## src/rtl/fault_record_table_unit_assert.svh

```systemverilog
// fault_record_table_unit_assert.svh: assertion macros for the fault log
// used by fault_record_table_unit; expects clk and rst_n in scope
`ifndef FAULT_RECORD_TABLE_UNIT_ASSERT_SVH
`define FAULT_RECORD_TABLE_UNIT_ASSERT_SVH
`ifndef SYNTH
`define FRT_ASSERT(lbl, prop, msg) \
  lbl: assert property (@(posedge clk) disable iff (!rst_n) (prop)) else $error(msg);
`define FRT_ASSERT_IMP(lbl, ante, cons, msg) \
  lbl: assert property (@(posedge clk) disable iff (!rst_n) (ante) |-> (cons)) else $error(msg);
`define FRT_ASSERT_NXT(lbl, ante, cons, msg) \
  lbl: assert property (@(posedge clk) disable iff (!rst_n) (ante) |=> (cons)) else $error(msg);
`else
`define FRT_ASSERT(lbl, prop, msg)
`define FRT_ASSERT_IMP(lbl, ante, cons, msg)
`define FRT_ASSERT_NXT(lbl, ante, cons, msg)
`endif
`endif

```

## src/rtl/frt_pkg.sv

```systemverilog
// frt_pkg: types, codes and helpers for the fault record table
// no dependencies
`timescale 1ns / 1ps
`default_nettype none

package frt_pkg;

  localparam int CAP_W = 5;
  localparam logic [CAP_W-1:0] CAP_RESET = 5'd16;
  localparam int NUM_MODULES = 16;

  localparam logic [1:0] ST_OK        = 2'd0;
  localparam logic [1:0] ST_NOT_INIT  = 2'd1;
  localparam logic [1:0] ST_BAD_PARAM = 2'd2;

  typedef enum logic [2:0] {
    MODE_INIT   = 3'd0,
    MODE_DEINIT = 3'd1,
    MODE_RAISE  = 3'd2,
    MODE_CLEAR  = 3'd3,
    MODE_CLRALL = 3'd4,
    MODE_CHECK  = 3'd5,
    MODE_READ   = 3'd6
  } mode_t;

  typedef enum logic [1:0] {
    S_IDLE,
    S_SCAN,
    S_DONE
  } fsm_t;

  typedef struct packed {
    logic [2:0]         mode;
    logic signed [15:0] code;
    logic [3:0]         src_module;
    logic [31:0]        timestamp;
    logic [3:0]         index;
  } frt_in_t;

  typedef struct packed {
    logic [1:0]         status;
    logic [4:0]         cleared_total;
    logic               found;
    logic signed [15:0] last_code;
    logic [4:0]         active_total;
    logic               any_active;
    logic signed [15:0] rec_code;
    logic [3:0]         rec_module;
    logic [31:0]        rec_time;
    logic               rec_cleared;
  } frt_out_t;

  typedef struct packed {
    logic signed [15:0] code;
    logic [3:0]         src_module;
    logic [31:0]        stamp;
    logic               cleared;
  } frt_entry_t;

  function automatic logic raise_ok(frt_in_t it);
    return (it.code != 16'sd0) && (int'(it.src_module) < NUM_MODULES);
  endfunction

endpackage

`default_nettype wire

```

## src/rtl/frt_ram.sv

```systemverilog
// frt_ram: single-port-write, single-port-read entry memory, registered read
// no dependencies
`timescale 1ns / 1ps
`default_nettype none

module frt_ram #(
  parameter int DEPTH = 16,
  parameter int DW    = 53
) (
  input  logic                                   clk,
  input  logic                                   we,
  input  logic [((DEPTH > 1) ? $clog2(DEPTH) : 1)-1:0] waddr,
  input  logic [DW-1:0]                          wdata,
  input  logic                                   re,
  input  logic [((DEPTH > 1) ? $clog2(DEPTH) : 1)-1:0] raddr,
  output logic [DW-1:0]                          rdata
);

  logic [DW-1:0] mem [DEPTH];
  logic [DW-1:0] rdata_r;

  always_ff @(posedge clk) begin
    if (we) begin
      mem[waddr] <= wdata;
    end
  end

  always_ff @(posedge clk) begin
    if (re) begin
      rdata_r <= mem[raddr];
    end
  end

  assign rdata = rdata_r;

endmodule

`default_nettype wire

```

## src/rtl/fault_record_table_unit.sv

```systemverilog
// fault_record_table_unit: fixed-depth fault log with command interface
// depends on frt_pkg, frt_ram and fault_record_table_unit_assert.svh
//
//   channel   ports                          handshake
//   input     start, busy, in_item           start & !busy
//   result    out_valid, out_result          one-cycle strobe, no back pressure
//   config    cfg_valid, cfg_ready, cfg_data cfg_valid & cfg_ready (idle only)
//
// raise, clear code, clear all and check walk the entries below the fill count
// through the one memory read port, one entry a cycle; a raise or check that
// hits stops the walk early.
// init, deinit, read record and rejected commands go straight to the done state.
// the result strobe comes the cycle after the last busy cycle.
// reset clears control state only; entries are valid below the fill count.
`timescale 1ns / 1ps
`default_nettype none
`include "fault_record_table_unit_assert.svh"

module fault_record_table_unit #(
  parameter int DEPTH = 16
) (
  input  logic                             clk,
  input  logic                             rst_n,
  input  logic                             start,
  output logic                             busy,
  input  frt_pkg::frt_in_t                 in_item,
  output logic                             out_valid,
  output frt_pkg::frt_out_t                out_result,
  input  logic                             cfg_valid,
  output logic                             cfg_ready,
  input  logic [frt_pkg::CAP_W-1:0]        cfg_data
);

  localparam int AW = (DEPTH > 1) ? $clog2(DEPTH) : 1;
  localparam int CW = $clog2(DEPTH + 1);
  localparam int XW = (CW > 4) ? CW : 4;
  localparam int DW = $bits(frt_pkg::frt_entry_t);

  frt_pkg::fsm_t             state_r, state_nxt;
  frt_pkg::frt_in_t          cmd_r, cmd_nxt;
  logic [frt_pkg::CAP_W-1:0] cap_r;
  logic [CW-1:0]             held_r, held_nxt;
  logic [CW-1:0]             fill_r, fill_nxt;
  logic [CW-1:0]             act_r, act_nxt;
  logic signed [15:0]        last_r, last_nxt;
  logic                      ready_r, ready_nxt;
  logic [CW-1:0]             cnt_r, cnt_nxt;
  logic                      dv_r, dv_nxt;
  logic [AW-1:0]             dpos_r, dpos_nxt;
  logic                      hit_r, hit_nxt;
  logic                      free_ok_r, free_ok_nxt;
  logic [AW-1:0]             free_pos_r, free_pos_nxt;
  logic [CW-1:0]             clr_r, clr_nxt;
  logic                      out_valid_r, out_valid_nxt;
  frt_pkg::frt_out_t         out_r, out_nxt;

  logic                      mem_we;
  logic [AW-1:0]             mem_waddr;
  frt_pkg::frt_entry_t       mem_wdata;
  logic                      mem_re;
  logic [AW-1:0]             mem_raddr;
  logic [DW-1:0]             mem_rdata;
  frt_pkg::frt_entry_t       ent;

  logic [XW-1:0]             in_idx_w, cmd_idx_w;
  logic                      scan_go, read_go, match, stop;
  logic [1:0]                st;

  frt_ram #(
    .DEPTH (DEPTH),
    .DW    (DW)
  ) u_ram (
    .clk   (clk),
    .we    (mem_we),
    .waddr (mem_waddr),
    .wdata (mem_wdata),
    .re    (mem_re),
    .raddr (mem_raddr),
    .rdata (mem_rdata)
  );

  assign ent       = frt_pkg::frt_entry_t'(mem_rdata);
  assign in_idx_w  = XW'(in_item.index);
  assign cmd_idx_w = XW'(cmd_r.index);
  assign busy      = (state_r != frt_pkg::S_IDLE);
  assign cfg_ready = (state_r == frt_pkg::S_IDLE);
  assign out_valid = out_valid_r;
  assign out_result = out_r;

  assign scan_go = ready_r &&
                   ((in_item.mode == frt_pkg::MODE_RAISE && frt_pkg::raise_ok(in_item)) ||
                    (in_item.mode inside {frt_pkg::MODE_CLEAR, frt_pkg::MODE_CLRALL,
                                          frt_pkg::MODE_CHECK}));
  assign read_go = ready_r && (in_item.mode == frt_pkg::MODE_READ) &&
                   (in_idx_w < XW'(fill_r));
  assign match   = dv_r && (ent.code == cmd_r.code) && !ent.cleared;

  always_comb begin
    state_nxt     = state_r;
    cmd_nxt       = cmd_r;
    held_nxt      = held_r;
    fill_nxt      = fill_r;
    act_nxt       = act_r;
    last_nxt      = last_r;
    ready_nxt     = ready_r;
    cnt_nxt       = cnt_r;
    dv_nxt        = 1'b0;
    dpos_nxt      = dpos_r;
    hit_nxt       = hit_r;
    free_ok_nxt   = free_ok_r;
    free_pos_nxt  = free_pos_r;
    clr_nxt       = clr_r;
    out_valid_nxt = 1'b0;
    out_nxt       = out_r;
    mem_we        = 1'b0;
    mem_waddr     = dpos_r;
    mem_wdata     = ent;
    mem_re        = 1'b0;
    mem_raddr     = cnt_r[AW-1:0];
    stop          = 1'b0;
    st            = frt_pkg::ST_OK;

    case (state_r)
      frt_pkg::S_IDLE: begin
        if (start) begin
          cmd_nxt     = in_item;
          cnt_nxt     = '0;
          hit_nxt     = 1'b0;
          free_ok_nxt = 1'b0;
          clr_nxt     = '0;
          if (scan_go) begin
            state_nxt = frt_pkg::S_SCAN;
          end else begin
            if (read_go) begin
              mem_re    = 1'b1;
              mem_raddr = AW'(in_idx_w);
            end
            state_nxt = frt_pkg::S_DONE;
          end
        end
      end

      frt_pkg::S_SCAN: begin
        // read of entry cnt overlaps the write-back of entry cnt-1
        if (cnt_r < fill_r) begin
          mem_re    = 1'b1;
          mem_raddr = cnt_r[AW-1:0];
          cnt_nxt   = cnt_r + 1'b1;
          dv_nxt    = 1'b1;
          dpos_nxt  = cnt_r[AW-1:0];
        end
        if (dv_r) begin
          case (cmd_r.mode)
            frt_pkg::MODE_RAISE: begin
              if (match) begin
                mem_we          = 1'b1;
                mem_wdata.stamp = cmd_r.timestamp;
                hit_nxt         = 1'b1;
                stop            = 1'b1;
              end else if (ent.cleared && !free_ok_r) begin
                free_ok_nxt  = 1'b1;
                free_pos_nxt = dpos_r;
              end
            end
            frt_pkg::MODE_CLEAR: begin
              if (match) begin
                mem_we            = 1'b1;
                mem_wdata.cleared = 1'b1;
                clr_nxt           = clr_r + 1'b1;
                if (act_r != '0) begin
                  act_nxt = act_r - 1'b1;
                end
              end
            end
            frt_pkg::MODE_CLRALL: begin
              if (!ent.cleared) begin
                mem_we            = 1'b1;
                mem_wdata.cleared = 1'b1;
                clr_nxt           = clr_r + 1'b1;
              end
            end
            frt_pkg::MODE_CHECK: begin
              if (match) begin
                hit_nxt = 1'b1;
                stop    = 1'b1;
              end
            end
            default: ;
          endcase
        end
        if (stop || (cnt_r == fill_r)) begin
          state_nxt = frt_pkg::S_DONE;
        end
      end

      frt_pkg::S_DONE: begin
        out_nxt = '0;
        case (cmd_r.mode)
          frt_pkg::MODE_INIT: begin
            if (cap_r == '0) begin
              st = frt_pkg::ST_BAD_PARAM;
            end else begin
              fill_nxt  = '0;
              act_nxt   = '0;
              last_nxt  = '0;
              held_nxt  = (int'(cap_r) > DEPTH) ? CW'(DEPTH) : CW'(cap_r);
              ready_nxt = 1'b1;
            end
          end
          frt_pkg::MODE_DEINIT: begin
            if (ready_r) begin
              fill_nxt  = '0;
              act_nxt   = '0;
              last_nxt  = '0;
              ready_nxt = 1'b0;
            end
          end
          frt_pkg::MODE_RAISE: begin
            if (!ready_r) begin
              st = frt_pkg::ST_NOT_INIT;
            end else if (!frt_pkg::raise_ok(cmd_r)) begin
              st = frt_pkg::ST_BAD_PARAM;
            end else begin
              last_nxt = cmd_r.code;
              if (!hit_r) begin
                mem_we               = 1'b1;
                mem_wdata.code       = cmd_r.code;
                mem_wdata.src_module = cmd_r.src_module;
                mem_wdata.stamp      = cmd_r.timestamp;
                mem_wdata.cleared    = 1'b0;
                if (fill_r >= held_r) begin
                  if (free_ok_r) begin
                    mem_waddr = free_pos_r;
                    act_nxt   = act_r + 1'b1;
                  end else begin
                    // full of active entries: entry 0 is replaced, count unchanged
                    mem_waddr = '0;
                    if (act_r == '0) begin
                      act_nxt = act_r + 1'b1;
                    end
                  end
                end else begin
                  mem_waddr = fill_r[AW-1:0];
                  fill_nxt  = fill_r + 1'b1;
                  act_nxt   = act_r + 1'b1;
                end
              end
            end
          end
          frt_pkg::MODE_CLEAR: begin
            if (!ready_r) begin
              st = frt_pkg::ST_NOT_INIT;
            end else if ((last_r == cmd_r.code) && (act_r == '0)) begin
              last_nxt = '0;
            end
          end
          frt_pkg::MODE_CLRALL: begin
            if (!ready_r) begin
              st = frt_pkg::ST_NOT_INIT;
            end else begin
              act_nxt  = '0;
              last_nxt = '0;
            end
          end
          frt_pkg::MODE_CHECK: begin
            if (!ready_r) begin
              st = frt_pkg::ST_NOT_INIT;
            end else begin
              out_nxt.found = hit_r;
            end
          end
          frt_pkg::MODE_READ: begin
            if (!ready_r || (cmd_idx_w >= XW'(fill_r))) begin
              st = frt_pkg::ST_BAD_PARAM;
            end else begin
              out_nxt.rec_code    = ent.code;
              out_nxt.rec_module  = ent.src_module;
              out_nxt.rec_time    = ent.stamp;
              out_nxt.rec_cleared = ent.cleared;
            end
          end
          default: begin
            st = frt_pkg::ST_BAD_PARAM;
          end
        endcase
        out_nxt.status        = st;
        out_nxt.cleared_total = 5'(clr_r);
        out_nxt.last_code     = last_nxt;
        out_nxt.active_total  = 5'(act_nxt);
        out_nxt.any_active    = (act_nxt != '0);
        out_valid_nxt         = 1'b1;
        state_nxt             = frt_pkg::S_IDLE;
      end

      default: begin
        state_nxt = frt_pkg::S_IDLE;
      end
    endcase
  end

  always_ff @(posedge clk) begin
    if (!rst_n) begin
      state_r     <= frt_pkg::S_IDLE;
      cap_r       <= frt_pkg::CAP_RESET;
      held_r      <= '0;
      fill_r      <= '0;
      act_r       <= '0;
      last_r      <= '0;
      ready_r     <= 1'b0;
      cnt_r       <= '0;
      dv_r        <= 1'b0;
      hit_r       <= 1'b0;
      free_ok_r   <= 1'b0;
      clr_r       <= '0;
      out_valid_r <= 1'b0;
    end else begin
      state_r     <= state_nxt;
      if (cfg_valid && cfg_ready) begin
        cap_r <= cfg_data;
      end
      held_r      <= held_nxt;
      fill_r      <= fill_nxt;
      act_r       <= act_nxt;
      last_r      <= last_nxt;
      ready_r     <= ready_nxt;
      cnt_r       <= cnt_nxt;
      dv_r        <= dv_nxt;
      hit_r       <= hit_nxt;
      free_ok_r   <= free_ok_nxt;
      clr_r       <= clr_nxt;
      out_valid_r <= out_valid_nxt;
    end
  end

  always_ff @(posedge clk) begin
    cmd_r      <= cmd_nxt;
    dpos_r     <= dpos_nxt;
    free_pos_r <= free_pos_nxt;
    out_r      <= out_nxt;
  end

  `FRT_ASSERT_NXT(a_accept_busy, start && !busy, busy, "accepted command left block idle")
  `FRT_ASSERT_IMP(a_out_from_done, out_valid, $past(state_r == frt_pkg::S_DONE), "stray result beat")
  `FRT_ASSERT(a_act_le_fill, act_r <= fill_r, "active count above fill count")
  `FRT_ASSERT(a_fill_le_cap, fill_r <= held_r, "fill count above held capacity")
  `FRT_ASSERT_IMP(a_idle_no_write, state_r == frt_pkg::S_IDLE, !mem_we, "entry write while idle")
  `FRT_ASSERT_IMP(a_down_empty, !ready_r, fill_r == '0, "entries held while not initialized")

endmodule

`default_nettype wire
```

## config.mk

```make
export PLATFORM = sky130hd
export DESIGN_NAME = fault_record_table_unit
export DESIGN_NICKNAME = d
export VERILOG_FILES = /design/src/rtl/frt_pkg.sv /design/src/rtl/frt_ram.sv /design/src/rtl/fault_record_table_unit.sv
export VERILOG_INCLUDE_DIRS = /design/src /design/src/rtl
export SDC_FILE = /design/constraint.sdc
export NUM_CORES = 1
export LEC_CHECK = 0
export BUFFER_PORTS_ARGS = -buffer_cell sky130_fd_sc_hd__buf_2
export CORE_MARGIN = 1.5
export CORE_UTILIZATION = 60
export CTS_BUF_LIST = sky130_fd_sc_hd__clkbuf_4
export CTS_CLUSTER_DIAMETER = 80
export CTS_CLUSTER_SIZE = 24
export DETAILED_ROUTE_END_ITERATION = 12
export PLACE_DENSITY = 0.85
export SLEW_MARGIN = 0
export SYNTH_ARGS = -nofsm -noshare
export SYNTH_HDL_FRONTEND = slang
export SYNTH_HIERARCHICAL = 1
export SYNTH_SLANG_ARGS = --single-unit
```

## constraint.sdc

```tcl
create_clock -name clk -period 9.17 [get_ports clk]
set_input_delay 0.917 -clock clk [delete_from_list [all_inputs] [get_ports clk]]
set_output_delay 0.917 -clock clk [all_outputs]
set_load 0.05 [all_outputs]
```

==> flow_metrics.py, run 1 <==
metrics = {
    "global_route": {
        "antenna_found_initial": 2,
        "first_global_vias": 22311,
        "grt_max_degree": 115,
        "grt.overflow.total": 0,
        "track_usage_pct": 26.45,
        "grt_pass1_wl_um": 142700,
    },
    "power_and_ir_drop": {
        "p_int_mw": 6.296,
        "finalPower_mw": 8.096,
        "power_frac_comb_pct": 8.3,
        "clockPowerShare_pct": 22.3,
        "p_switching_mw": 1.800,
        "powerDensity_mw_per_mm2": 178.1,
        "ir_drop_v": 0.00009635,
        "p_leak_nw": 14.14,
        "pwr-share-seq_pct": 69.3,
        "swShare_pct": 22.23,
    },
    "cts": {
        "cts_setup_buffers": 0,
        "cts_max_path_buffers": 3,
        "hold_buffers": 0,
        "cts_made_buffers": 53,
        "clock_latency_ns": 0.97,
        "cts.root.buffer_cell": "clkbuf_4",
        "clock-sinks": 1104,
        "clkSlewWorstSetupHoldPaths_ns": 0.23,
        "htreeDepth": 2,
        "cts_tree": "built",
        "cts_resized": 0,
    },
    "layout": {
        "multi_input_area_mm2": 0.009831,
        "num-fill-cells": 4411,
        "regArea_mm2": 0.03262,
        "final_cell_mix": "edfxtp_1, mux4_2, buf_2",
        "drive_above_1_share_pct": 23.87,
        "final_common_cell": "edfxtp_1",
        "area_growth_pct": 5.748,
        "num-nets-final": 2376,
    },
    "route": {
        "wl_per_cell_um": 29.65,
        "drt-pass1-iter-count": 9,
        "drc_errors": 0,
        "vias_per_cell": 6.802,
        "ant_nets": 0,
        "num_vias": 22080,
        "wirelength_um": 96250,
        "drt_iter0_markers": 2932,
    },
    "sta": {
        "maxSlewViolCount": 0,
        "timing.final.crit_share_pct": 60.43,
        "finalHoldViolations": 0,
        "finClkSkew_ns": 0.1010,
        "rsz0062_at_grt": "no",
        "post-route-min-period_ns": 5.542,
        "setup_viol": 0,
        "fmax_mhz": 180.4,
        "maxSlewHeadroom_pct": 21.70,
        "worst_slew_pin_slew_ns": 1.175,
        "fin_setup_tns_ns": 0,
    },
    "yosys": {
        "synthDistinctLibCells": 77,
        "synth-main-ff-cell": "edfxtp_1",
        "ys_warn_count": 6,
        "ys_ff_latch": 1104,
        "seq_area_frac_synth_pct": 75.88,
        "ys_async_sr_fraction_pct": 0,
        "synth_nets": 2256,
        "netlist_area_mm2": 0.04299,
        "synth_edf_count": 1051,
        "synth_area_per_cell_um2": 19.88,
        "syn_inst": 2162,
    },
    "worst_setup_path": {
        "crit_fanout": 33,
        "cp.required_ns": 9.73,
        "crit_arrival_ns": 6.10,
        "crit_path_end_kind": "flop",
        "critPathLaunchType": "flop",
        "criticalPathCategory": "flop to flop",
    },
    "floorplan": {
        "dieArea_mm2": 0.07327,
        "boundaryPins": 154,
        "initial_core_util_pct": 60.97,
        "die_w_um": 270.7,
        "std_cell_rows": 97,
        "coreArea_mm2": 0.07051,
        "chipHeight_um": 270.7,
    },
    "placed_design": {
        "globalplace.congestion": 0.8981,
        "dp_hpwl_um": 52750,
        "portBuffers": 153,
    },
    "run": {
        "drv_cap": 0,
    },
    "outcome": {
        "outcome": "finished, final reports clean",
    },
    "min_path": {
        "min_path_type": "input pin to flop",
    },
}
[flip-flops by register name (all words and copies together) (netlist names)]
signal and cells:
clr_r 5, state_r 2, out_result 83, act_r 5, u_ram/mem 848, held_r 5, out_valid 1, cmd_r 55
cap_r 5, u_ram/rdata 53, hit_r 1, cnt_r 5, dpos_r 4, last_r 16, fill_r 5, cmd_idx_w 4
dv_r 1, free_ok_r 1, free_pos_r 4, ready_r 1
[path summary, 6_finish.rpt]
check | from | to | slack (ns) | cells past startpoint
hold reg to reg | dpos_r[3] | free_pos_r[3] | 0.48 | 0
hold / removal | in_item[30] | cmd_r[30] | 0.10 | 1
setup / recovery | cmd_r[57] | u_ram/mem[11][8] | 3.63 | 7
setup reg to reg | cmd_r[57] | u_ram/mem[11][8] | 3.63 | 7
[cell usage after synthesis, types with 4 or more instances]
library cell  instances  share of area, %
edfxtp_1           1051                73
mux4_2              212                11
a22oi_1             106               1.9
nand2_1              91              0.79
a22o_1               64               1.3
nor2_1               62              0.54
and2_1               56              0.81
dfxtp_1              53               2.5
clkbuf_1             46              0.40
buf_2                42              0.49
xnor2_1              38              0.77
a21oi_1              28              0.33
ha_1                 26              0.76
inv_1                25              0.22
mux2_2               24              0.63
o21ai_0              20              0.23
nand3_1              19              0.22
buf_6                14              0.37
nand4_1              14              0.20
buf_1                13              0.11
a31oi_1              10              0.15
nand2b_1             10              0.15
nor3_1               10              0.12
nor4_1               10              0.15
nor2b_1               8              0.12
xor2_1                8              0.16
buf_4                 7              0.12
nor3b_1               7              0.12
and3_1                6             0.087
a21o_1                5             0.087
nand3b_1              5             0.087
o211ai_1              5             0.087
nor4_4                4              0.20
o21a_1                4             0.070
o21ai_1               4             0.047
[cell families after synthesis]
| family | share of synthesized area (%) |
|---|---|
| fa+ha+maj | 0.7829 |
| xor+xnor | 0.9372 |
| simple gates | 4.081 |
| flops | 75.88 |
| buf+inv | 1.738 |
| mux | 11.78 |
| compound gates | 4.799 |
[critical path: stages, from the launching register on]
cell and delay (ns):
edfxtp_1 0.70, nor3b_2 0.60, and4b_4 0.38, nand2_2 0.51, o21ai_0 1.01, nand2_1 0.49
nor2_4 0.78, buf_4 0.65
[power by group through the flow]
stage | combinational (mW) | clock (mW) | sequential [mW]
floorplan | 0.449 | 0 | 5.80
global placement | 0.652 | 0 | 5.72
detailed placement | 0.676 | 0 | 5.73
CTS | 0.678 | 1.83 | 5.61
global route | 0.718 | 2.00 | 5.62
finish | 0.674 | 1.81 | 5.61
[routing by layer]
layer / GRT usage [%] / vias up / part of all wire [%]
met1: 35.44 / 11299 / 35
met5: 0 / - / 0
met4: 7.954 / 0 / 3.0
li1: - / 9025 / -
met2: 45.29 / 1565 / 51
met3: 4.100 / 191 / 11
[final cells by class]
type                    count  area share (%)
inverters                  28          0.2312
repair buffers            187           2.273
multi-input cells         908           21.62
flip-flops and latches   1104           71.76
diodes                      2         0.01101
clock buffers              69           1.139
well taps                 940           2.587
clock inverters             8          0.3771
[through the flow]
step                      cell area [um^2]  utilization, %  hold WS (ns)  cells  worst slack [ns]
after floorplan                      42990               -        0.4262   2162             1.028
after global placement               44770           63.49        0.4427   3167             3.912
after detailed placement             44770           63.49        0.4551   3167             3.839
after CTS                            45460           64.46       0.03042   3244             3.739
after global routing                 45460           64.47       0.04505   3246             3.411
final                                45460           64.47        0.1035   3246             3.628
No activity file was read; power rests on OpenSTA's default activity.
==> run 2: changes to the inputs <==
- clock period: 9.17 -> 5.2 ns (I/O delays scaled with it)
==> run 2 against run 1 <==
  * Sequential power is 76% higher
  * Power rose by 75%
  * Setup slack worse by 2.8 ns
  * Maximum frequency is 25% higher
  * Non-clock buffer count increased by 104
  * Routed wire length grew 3.6%
  * Hold slack better by 0.16 ns
  * Sequential cell count is the same
  * Clock skew is 0.046 ns lower
  * Count of clock-buffer cells in the layout did not move
==> flow_metrics.py, run 2 (synthesis results as in run 1) <==
metrics = {
    "worst_setup_path": {
        "crit_path_end_kind": "flop",
        "cp_cell_sequence": "inv_1, ha_1, nand2b_1, a31oi_1, o21ai_1, a31oi_1, o21ai_0, nand3b_1, nor3_4, buf_12",
        "critPathLaunchType": "flop",
        "r2r_start": "fill_r[0]",
        "endpoint": "u_ram/mem[4][7]",
        "crit_slowest_cell": "nor3_4",
        "crit_top_cell": "a31oi_1",
        "cp.required_ns": 5.86,
        "rrSetupSlack_ns": 0.78,
        "crit_buf_inv": 2,
        "crit_arrival_ns": 5.08,
        "worstSetupStartpoint": "fill_r[0]",
        "max_stage_delay_ns": 0.90,
        "reg2reg_depth": 10,
        "critPathTopFamily": "compound AO/OA/AOI/OAI gates",
        "timing.rr.end": "u_ram/mem[4][7]",
        "crit_fanout": 17,
        "criticalPathCategory": "flop to flop",
        "worstSetupPathDepth": 10,
    },
    "floorplan": {
        "std_cell_rows": 97,
        "die_w_um": 270.7,
        "chipHeight_um": 270.7,
        "dieArea_mm2": 0.07327,
        "coreArea_mm2": 0.07051,
        "initial_core_util_pct": 60.97,
        "boundaryPins": 154,
    },
    "sta": {
        "timing.final.crit_share_pct": 84.94,
        "fmax_mhz": 226.4,
        "rsz0062_at_grt": "no",
        "finClkSkew_ns": 0.05460,
        "post-route-min-period_ns": 4.417,
        "setup_ws_ns": 0.7833,
        "finalHoldViolations": 0,
        "setup_viol": 0,
        "hold_ws_ns": 0.2681,
        "maxSlewViolCount": 0,
        "worst_slew_pin_slew_ns": 1.080,
        "maxSlewHeadroom_pct": 27.98,
    },
    "run": {
        "drv_cap": 0,
    },
    "route": {
        "ant_nets": 0,
        "num_vias": 22661,
        "wl_per_cell_um": 29.76,
        "drt-pass1-iter-count": 6,
        "drt_iter0_markers": 3386,
        "wirelength_um": 99710,
        "vias_per_cell": 6.764,
        "drc_errors": 0,
    },
    "power_and_ir_drop": {
        "p_int_mw": 10.96,
        "powerDensity_mw_per_mm2": 304.0,
        "ir_drop_v": 0.0001658,
        "p_switching_mw": 3.219,
        "power_frac_comb_pct": 9.0,
        "swShare_pct": 22.70,
        "clockPowerShare_pct": 21.2,
        "p_leak_nw": 14.63,
        "finalPower_mw": 14.18,
        "pwr-share-seq_pct": 69.8,
    },
    "layout": {
        "final_common_cell": "edfxtp_1",
        "largest_register": "u_ram/mem",
        "area_growth_pct": 8.510,
        "drive_above_1_share_pct": 23.92,
        "instances_no_fill": 3350,
        "largest_reg_flops": 848,
        "num-nets-final": 2480,
        "final_cell_mix": "edfxtp_1, mux4_2, buf_2",
    },
    "cts": {
        "clkSlewWorstSetupHoldPaths_ns": 0.23,
        "cts.root.buffer_cell": "clkbuf_4",
        "cts_tree": "built",
        "clock-sinks": 1104,
        "clock_latency_ns": 0.94,
        "cts_max_path_buffers": 3,
        "cts_setup_buffers": 0,
        "cts_made_buffers": 53,
        "htreeDepth": 2,
    },
    "placed_design": {
        "pre_cts_ws_ns": 0.9082,
        "globalplace.congestion": 0.9075,
        "dp_hpwl_um": 57340,
        "portBuffers": 153,
        "dpl.cell_count": 3195,
    },
    "global_route": {
        "gr-usage-met2_pct": 45.69,
        "grt_busiest_layer": "met2",
        "grt.overflow.total": 0,
        "grt_pass1_wl_um": 147600,
        "antenna_found_initial": 3,
        "first_global_vias": 22780,
        "track_usage_pct": 27.43,
        "met3_usage_pct": 4.367,
        "grt_max_degree": 79,
        "grt_util_met1_pct": 37.68,
    },
    "min_path": {
        "min_path_type": "input pin to flop",
    },
    "outcome": {
        "outcome": "finished, final reports clean",
    },
}
-- run 2: cell types whose count changed in the layout (fill, tap and decap cells not counted), sizes merged --
cell         change
dlygate4sd3     +76
inv              +4
clkinvlp         -1
buf             +28
clkinv           +1
bufinv           -4
-- run 2: per-stage QoR --
step	util, %	instance area [um^2]	setup TNS [ns]
global route	66.16	46650	0
finish	66.16	46650	0
detailed placement	64.24	45300	0
CTS	66.15	46640	0
global placement	64.24	45300	0
floorplan	-	43070	-199.84
-- run 2: worst min path at each step --
| stage | depth (start not counted) | endpoint | start |
|---|---|---|---|
| floorplan | 0 | free_pos_r[0] | dpos_r[0] |
| global placement | 0 | out_result[80] | clr_r[4] |
| detailed placement | 2 | held_r[4] | held_r[4] |
| CTS | 2 | cmd_r[33] | in_item[33] |
| global route | 2 | cmd_r[30] | in_item[30] |
| finish | 2 | cmd_r[28] | in_item[28] |
-- run 2: area by class of cell --
class / count / area (um^2)
antenna: 2 / 5.005
clock buffer: 69 / 518.0
clock inverter: 8 / 65.06
fill: 4275 / 23870
inverter: 28 / 105.1
multi-input combinational: 908 / 9853
sequential: 1104 / 32620
tap: 940 / 1176
timing repair buffer: 291 / 2305
-- run 2: what timing repair did --
| action | CTS | global route |
|---|---|---|
| gates resized for setup | 0 | 0 |
| hold buffers | 76 | 0 |
| endpoints found under the hold margin | 73 | 0 |
-- run 2: metal layers --
metal	vias up	routed length, um
met2	1647	50220
met1	11545	35320
met3	234	11070
met4	0	3100
met5	-	0
li1	9235	-
-- run 2: power by group through the flow --
| stage | registers, mW | clock network (mW) | logic, mW |
|---|---|---|---|
| floorplan | 10.2 | 0 | 0.791 |
| global placement | 10.1 | 0 | 1.18 |
| detailed placement | 10.1 | 0 | 1.23 |
| CTS | 9.89 | 3.05 | 1.28 |
| global route | 9.91 | 3.33 | 1.36 |
| finish | 9.90 | 3.01 | 1.28 |
